`src/sv/spe_pkg.sv`:
```
// shared types, constants and the angle-to-compare conversion for the servo pwm block
package spe_pkg;

	// field widths
	localparam int CMD_W       = 1;
	localparam int CHAN_W      = 4;
	localparam int ANGLE_W     = 8;
	localparam int LEVEL_W     = 8;
	localparam int CMP_W       = 11;
	localparam int PRESCALE_W  = 8;
	localparam int PERIOD_W    = 12;

	// configuration port
	localparam int CFG_IDX_W   = 1;
	localparam int CFG_DATA_W  = 12;
	localparam logic [CFG_IDX_W-1:0] REG_PRESCALE_TOP = 1'd0;
	localparam logic [CFG_IDX_W-1:0] REG_PERIOD_TOP   = 1'd1;

	// register reset values
	localparam logic [PRESCALE_W-1:0] PRESCALE_TOP_RST = 8'd167;
	localparam logic [PERIOD_W-1:0]   PERIOD_TOP_RST   = 12'd2999;

	// parameter defaults
	localparam int CHANNELS_DEF  = 8;
	localparam int MAX_ANGLE_DEF = 180;

	// command codes
	localparam logic [CMD_W-1:0] CMD_TICK      = 1'b0;
	localparam logic [CMD_W-1:0] CMD_SET_ANGLE = 1'b1;

	// compare saturation
	localparam int CMP_MAX = 2047;

	// round(angle*100/9) = floor((100*angle + 4) * 29128 / 2^18), exact for all 8-bit angles
	localparam int RECIP_SHIFT = 18;
	localparam int RECIP_MUL   = 29128;
	localparam int RECIP_SCALE = 100 * RECIP_MUL;
	localparam int RECIP_BIAS  = 4 * RECIP_MUL;
	localparam int PROD_W      = 31;
	localparam int QUOT_W      = PROD_W - RECIP_SHIFT;

	// request item
	typedef struct packed {
		logic [CMD_W-1:0]   command;
		logic [CHAN_W-1:0]  channel;
		logic [ANGLE_W-1:0] angle;
	} cmd_t;

	// result item
	typedef struct packed {
		logic [LEVEL_W-1:0] pwm_levels;
		logic               period_start;
		logic               accepted;
	} res_t;

	// pulse width in counts for a given angle, saturated to the compare width
	function automatic logic [CMP_W-1:0] angle_to_compare(input logic [ANGLE_W-1:0] angle);
		logic [PROD_W-1:0] prod;
		logic [QUOT_W-1:0] quot;
		prod = PROD_W'(angle) * PROD_W'(RECIP_SCALE) + PROD_W'(RECIP_BIAS);
		quot = prod[PROD_W-1:RECIP_SHIFT];
		if (quot > QUOT_W'(CMP_MAX)) begin
			return CMP_W'(CMP_MAX);
		end
		return quot[CMP_W-1:0];
	endfunction

endpackage

```
`src/sv/servo_pwm_eight_channel.sv`:
```
// servo pulse generator: prescaler, period counter, double-buffered compares, output skid stage
//
//   channel | signals                                  | direction | carries
//   --------+------------------------------------------+-----------+----------------------------
//   cmd     | cmd_valid, cmd_stall, cmd_data           | in        | tick or set-angle request
//   res     | res_valid, res_stall, res_data           | out       | levels, period start, ack
//   cfg     | cfg_valid, cfg_ready, cfg_index, cfg_data| in        | prescale_top / period_top
//
// one request per cycle while cmd_stall is low; a result shows the cycle after its request unless one is still waiting.
// the counters, compares and result (or skid) register all update in the clocked step that takes the request.
// reset clears counters and compares and restores both top registers to their defaults.
// a two-entry output (result register plus skid register) absorbs one further request while res_stall holds;
// cmd_stall is raised only while the skid register is occupied.
module servo_pwm_eight_channel #(
	parameter int CHANNELS  = spe_pkg::CHANNELS_DEF,
	parameter int MAX_ANGLE = spe_pkg::MAX_ANGLE_DEF
) (
	input  logic                            clk,
	input  logic                            arst_n,
	input  logic                            cmd_valid,
	output logic                            cmd_stall,
	input  spe_pkg::cmd_t                   cmd_data,
	output logic                            res_valid,
	input  logic                            res_stall,
	output spe_pkg::res_t                   res_data,
	input  logic                            cfg_valid,
	output logic                            cfg_ready,
	input  logic [spe_pkg::CFG_IDX_W-1:0]   cfg_index,
	input  logic [spe_pkg::CFG_DATA_W-1:0]  cfg_data
);

	localparam int CMP_W      = spe_pkg::CMP_W;
	localparam int PRESCALE_W = spe_pkg::PRESCALE_W;
	localparam int PERIOD_W   = spe_pkg::PERIOD_W;
	localparam int LEVEL_W    = spe_pkg::LEVEL_W;
	localparam int CHSEL_W    = spe_pkg::CHAN_W + 1;
	localparam int ANGCMP_W   = spe_pkg::ANGLE_W + 1;

	// configuration registers
	logic [PRESCALE_W-1:0] prescale_top_q;
	logic [PERIOD_W-1:0]   period_top_q;

	// timer state
	logic [PRESCALE_W-1:0] prescale_q;
	logic [PERIOD_W-1:0]   period_q;
	logic [CMP_W-1:0]      preload_q [CHANNELS];
	logic [CMP_W-1:0]      active_q  [CHANNELS];

	// output stage
	logic          out_valid_q;
	spe_pkg::res_t out_q;
	logic          skid_valid_q;
	spe_pkg::res_t skid_q;

	// next-state values
	logic [PRESCALE_W-1:0] prescale_d;
	logic [PERIOD_W-1:0]   period_d;
	logic                  wrap;
	logic                  set_ok;
	logic [CMP_W-1:0]      new_cmp;
	logic [CMP_W-1:0]      active_d [CHANNELS];
	logic [LEVEL_W-1:0]    levels_d;
	spe_pkg::res_t         result;

	logic accept;
	logic out_take;

	assign cfg_ready = 1'b1;
	assign cmd_stall = skid_valid_q;
	assign accept    = cmd_valid && !cmd_stall;
	assign out_take  = out_valid_q && !res_stall;
	assign res_valid = out_valid_q;
	assign res_data  = out_q;

	// configuration writes
	always_ff @(posedge clk or negedge arst_n) begin
		if (!arst_n) begin
			prescale_top_q <= spe_pkg::PRESCALE_TOP_RST;
			period_top_q   <= spe_pkg::PERIOD_TOP_RST;
		end else if (cfg_valid && cfg_ready) begin
			case (cfg_index)
				spe_pkg::REG_PRESCALE_TOP: prescale_top_q <= cfg_data[PRESCALE_W-1:0];
				spe_pkg::REG_PERIOD_TOP:   period_top_q   <= cfg_data[PERIOD_W-1:0];
				default: ;
			endcase
		end
	end

	// set-angle check and pulse width
	assign set_ok  = (cmd_data.command == spe_pkg::CMD_SET_ANGLE)
		&& (CHSEL_W'(cmd_data.channel) < CHSEL_W'(CHANNELS))
		&& (ANGCMP_W'(cmd_data.angle) <= ANGCMP_W'(MAX_ANGLE));
	assign new_cmp = spe_pkg::angle_to_compare(cmd_data.angle);

	// prescaler and period counter advance on a tick
	always_comb begin
		prescale_d = prescale_q;
		period_d   = period_q;
		wrap       = 1'b0;
		if (cmd_data.command == spe_pkg::CMD_TICK) begin
			if (prescale_q >= prescale_top_q) begin
				prescale_d = '0;
				if (period_q >= period_top_q) begin
					period_d = '0;
					wrap     = 1'b1;
				end else begin
					period_d = period_q + PERIOD_W'(1);
				end
			end else begin
				prescale_d = prescale_q + PRESCALE_W'(1);
			end
		end
	end

	// compares after this request
	always_comb begin
		for (int i = 0; i < CHANNELS; i++) begin
			active_d[i] = wrap ? preload_q[i] : active_q[i];
		end
	end

	// output levels from the updated counter and compares
	for (genvar g = 0; g < LEVEL_W; g++) begin : g_level
		if (g < CHANNELS) begin : g_on
			assign levels_d[g] = period_d < PERIOD_W'(active_d[g]);
		end else begin : g_off
			assign levels_d[g] = 1'b0;
		end
	end

	assign result.pwm_levels   = levels_d;
	assign result.period_start = wrap;
	assign result.accepted     = set_ok;

	// timer state registers
	always_ff @(posedge clk or negedge arst_n) begin
		if (!arst_n) begin
			prescale_q <= '0;
			period_q   <= '0;
			for (int i = 0; i < CHANNELS; i++) begin
				preload_q[i] <= '0;
				active_q[i]  <= '0;
			end
		end else if (accept) begin
			prescale_q <= prescale_d;
			period_q   <= period_d;
			for (int i = 0; i < CHANNELS; i++) begin
				active_q[i] <= active_d[i];
				if (set_ok && (cmd_data.channel == spe_pkg::CHAN_W'(i))) begin
					preload_q[i] <= new_cmp;
				end
			end
		end
	end

	// output valid flags
	always_ff @(posedge clk or negedge arst_n) begin
		if (!arst_n) begin
			out_valid_q  <= 1'b0;
			skid_valid_q <= 1'b0;
		end else if (skid_valid_q) begin
			if (out_take) begin
				skid_valid_q <= 1'b0;
			end
		end else if (accept) begin
			if (out_valid_q && !out_take) begin
				skid_valid_q <= 1'b1;
			end else begin
				out_valid_q <= 1'b1;
			end
		end else if (out_take) begin
			out_valid_q <= 1'b0;
		end
	end

	// output payload
	always_ff @(posedge clk) begin
		if (skid_valid_q) begin
			if (out_take) begin
				out_q <= skid_q;
			end
		end else if (accept) begin
			if (out_valid_q && !out_take) begin
				skid_q <= result;
			end else begin
				out_q <= result;
			end
		end
	end

endmodule

```
`config.mk`:
```
export PLATFORM = sky130hd
export DESIGN_NAME = servo_pwm_eight_channel
export DESIGN_NICKNAME = d
export VERILOG_FILES = /design/src/sv/spe_pkg.sv /design/src/sv/servo_pwm_eight_channel.sv
export SDC_FILE = /design/constraint.sdc
export NUM_CORES = 1
export LEC_CHECK = 0
export ABC_AREA = 1
export BUFFER_PORTS_ARGS = -buffer_cell sky130_fd_sc_hd__buf_4
export CAP_MARGIN = 20
export CORE_MARGIN = 2
export CORE_UTILIZATION = 63
export CTS_CLUSTER_SIZE = 24
export DETAILED_ROUTE_END_ITERATION = 7
export PLACE_DENSITY = 0.81
export SETUP_SLACK_MARGIN = 0.3
export SLEW_MARGIN = 20
export SYNTH_ARGS = -nofsm -noshare
export SYNTH_HDL_FRONTEND = slang
export SYNTH_SLANG_ARGS = --single-unit
```
`constraint.sdc`:
```
create_clock -name clk -period 5.25 [get_ports clk]
set_input_delay 0 -clock clk [delete_from_list [all_inputs] [get_ports clk]]
set_output_delay 0 -clock clk [all_outputs]
set_load 0.05 [all_outputs]
```
==> flow_summary.json <==
{
  "status": "finished clean",
  "die_width_um": 160.8,
  "required_ns": 5.54,
  "ioPinCount": 44,
  "yosys.area_share.simple_pct": 24.38,
  "finalMaxSlewViolations": 0,
  "drive_gt1_share_pct": 8.146,
  "antenna_found_initial": 0,
  "syn-instance-count": 1920,
  "viasPerCell": 5.668,
  "routabilityCongestion": 0.9375,
  "grt_pass1_vias": 13454,
  "clk_path_buf_depth": 3,
  "insertion_delay_ns": 0.54,
  "synth_warnings": 0,
  "grt_setup_unrepaired": "false",
  "cts_sinks": 238,
  "rows": 57,
  "core_region_area_um2": 24250,
  "portBuffers": 42,
  "hold_violations": 0,
  "crit_start": "prescale_top_q[7]$_DFFE_PN1P_",
  "synth_xor_xnor_area_share_pct": 0.6786,
  "drc": 0,
  "maxClockFrequency_mhz": 223.9,
  "end_kind": "flop",
  "reg2reg_from": "prescale_top_q[7]$_DFFE_PN1P_",
  "worst_pin_slew_ns": 1.083,
  "p_per_area_nw_per_um2": 528.1,
  "hp-class": "input port to asynchronous set/reset pin",
  "fin_tns_setup_ns": 0,
  "initial_core_util_pct": 63.88,
  "grtUsageTotal_pct": 31.54,
  "cts_max_level": 1,
  "ys_types": 42,
  "postCtsSetupBuffers": 0,
  "synth_top_cells_by_count": "nand2_1, inv_1, dfrtp_1",
  "worst-setup-path-type": "flop to flop",
  "synth-compound-area-share_pct": 7.270,
  "fin_skew_ns": 0.02380,
  "grt-ovfl-total": 0,
  "yosysMostFrequentCell": "nand2_1",
  "fin_nets": 2199,
  "r2r_slack_ns": 0.78,
  "dp.cells": 2260,
  "grt_max_degree": 136,
  "cts_tree": "done",
  "root_buffer": "clkbuf_16",
  "synthFlopType": "dfrtp_1",
  "cts_inserted_buffers": 26,
  "synth_edf_count": 20,
  "wl_per_cell_um": 16.93,
  "die-height_um": 160.8,
  "syn-num-nets": 2138,
  "synth_top_family_by_area": "simple AND/OR/NAND/NOR gates",
  "endpoint": "res_data[5]$_DFFE_PP_",
  "yosysTopAreaCell": "dfrtp_1",
  "ir_drop_mv": 0.3652,
  "clk_pin_slew_worst_paths_ns": 0.06,
  "synth_fa_ha_area_share_pct": 16.17,
  "dp_hpwl_um": 27980,
  "ys_ff_latch": 238,
  "totalWireLength_um": 39370,
  "n_antenna_cell": 0,
  "r2r_end": "res_data[5]$_DFFE_PP_",
  "die-area_um2": 25860,
  "instances_no_fill": 2325,
  "area_growth_pct": 11.78,
  "async_flop_share_pct": 91.60,
  "ant_nets": 0,
  "p_leak_uw": 0.009696,
  "relSlewSlack_pct": 27.61,
  "setup_viol": 0,
  "grt_first_pass_wirelength_um": 65940,
  "ff2ff_path_depth": 22,
  "worstPathArrival_ns": 4.76,
  "min_period_ns": 4.466,
  "syn_area_per_cell_um2": 8.067,
  "drtPass1Iterations": 8,
  "cap_violations": 0,
  "synth_area_um2": 15490,
  "critPathLaunchType": "flop",
  "period_share_pct": 85.06,
  "synth_seq_area_share_pct": 39.21,
  "drt_first_iter_violations": 1050,
  "crit_path_max_fanout": 16,
  "muxShareOfSynthArea_pct": 5.170,
  "synth_area_leaders": "dfrtp_1, nand2_1, ha_1",
  "synth_top_area_share_pct": 32.96,
  "dr_total_vias": 13177
}
-- metrics by stage --
step / total power [uW] / setup WS, ns / hold WS (ns) / instance area, um2 / utilization (%)
5_1_grt: 9863 / 0.4459 / 0.05510 / 17310 / 71.40
6_report: 9143 / 0.7844 / 0.0002703 / 17310 / 71.40
2_1_floorplan: 5890 / 1.352 / -0.2956 / 15490 / -
3_5_place_dp: 7228 / 0.6280 / 0.1951 / 16270 / 67.11
4_1_cts: 9099 / 0.8792 / 0.01240 / 17290 / 71.28
3_3_place_gp: 7030 / 0.7293 / 0.2027 / 16270 / 67.11
-- worst min-delay path by stage --
stage / start / to / slack, ns / cells past startpoint
floorplan: arst_n / active_q[0]$_DFFE_PN0P_ / -0.30 / 0
global placement: arst_n / prescale_top_q[4]$_DFFE_PN0P_ / 0.20 / 1
detailed placement: arst_n / prescale_top_q[4]$_DFFE_PN0P_ / 0.20 / 1
CTS: cfg_valid / prescale_top_q[5]$_DFFE_PN1P_ / 0.01 / 4
global route: arst_n / prescale_top_q[4]$_DFFE_PN0P_ / 0.06 / 2
finish: arst_n / prescale_top_q[4]$_DFFE_PN0P_ / 0.0003 / 2
-- logic make-up (layout without fill, tap and decap cells) --
family          count (synthesis)  after routing
fa+ha+maj                     187            187
simple gates                  899            899
xor+xnor                       12             12
flops                         238            238
other cells                     1              1
compound gates                219            219
buf+inv                       284            365
mux                            80             80
-- report_power, final --
part / switching, uW / internal (uW) / leakage, uW / total, uW
registers: 291 / 2400 / 0.00312 / 2690
logic: 3040 / 1610 / 0.00616 / 4650
clock network: 769 / 1040 / 0.000418 / 1810
total: 4100 / 5040 / 0.00970 / 9140
-- state kept, by name, indices dropped and copies added, names as in the netlist --
signal / count
active_q: 88
preload_q: 88
period_q: 12
period_top_q: 12
res_data: 10
skid_q: 10
prescale_q: 8
prescale_top_q: 8
cmd_stall: 1
res_valid: 1
-- critical path, cell delays in order, from the launching register on --
cell and delay [ns]:
dfstp_2 0.53, inv_1 0.05, ha_1 0.29, nand2_1 0.09, nor2_1 0.15, nand4_1 0.10
nand3_1 0.36, nand2_1 0.21, inv_1 0.46, nand3_1 0.22, o21ai_0 0.18, o21ai_0 0.10
nor2_1 0.13, buf_4 0.26, ha_1 0.19, nand2_1 0.05, o21ai_0 0.22, a21oi_1 0.09
nor2_1 0.10, o21ai_0 0.08, and3b_1 0.19, nand3_1 0.09, nand2_1 0.07
-- cells in the final DEF, fill, tap and decap left out, drive strengths merged, types with 2 or more instances in the layout --
| master | netlist | layout |
|---|---|---|
| dfstp | 14 | 14 |
| clkbuf | 43 | 40 |
| o211ai | 2 | 2 |
| and2 | 10 | 10 |
| edfxtp | 20 | 20 |
| a21oi | 60 | 60 |
| buf | 14 | 74 |
| nand3 | 87 | 87 |
| xor2 | 10 | 10 |
| nor3 | 9 | 9 |
| ha | 165 | 165 |
| o21ai | 146 | 146 |
| nor4 | 7 | 7 |
| nor3b | 4 | 4 |
| or2 | 2 | 2 |
| o22ai | 4 | 4 |
| nor2 | 81 | 81 |
| xnor2 | 2 | 2 |
| nand2 | 666 | 666 |
| clkinv | 2 | 7 |
| dlygate4sd3 | 0 | 16 |
| o31ai | 2 | 2 |
| and3b | 7 | 7 |
| a21o | 2 | 2 |
| fa | 22 | 22 |
| nand4 | 21 | 21 |
| inv | 225 | 226 |
| nand3b | 5 | 5 |
| clkinvlp | 0 | 2 |
| dfrtp | 204 | 204 |
| mux2i | 80 | 80 |
-- layout make-up --
| type | instances | area (um2) |
|---|---|---|
| Timing Repair Buffer | 90 | 768.2 |
| Inverter | 227 | 852.1 |
| Clock inverter | 8 | 60.06 |
| Multi-Input combinational cell | 1398 | 8361 |
| Sequential cell | 238 | 6073 |
| Clock buffer | 40 | 793.3 |
| Tap cell | 324 | 405.4 |
| Fill cell | 1857 | 6935 |
-- routing by layer --
metal  routed length (um)  global-route usage (%)  vias to the layer above
li1                     -                       -                     6326
met1                16150                   39.91                     6265
met2                18740                   53.55                      464
met3                 2516                   4.726                      122
met4                 1960                   15.02                        0
met5                    0                       0                        -
-- repair_timing --
action,4_1_cts,5_1_grt
setup endpoints to repair,0,0
gates resized for setup,0,0
hold buffers,16,0
endpoints found under the hold margin,154,0
(Power assumes the default switching activity.)
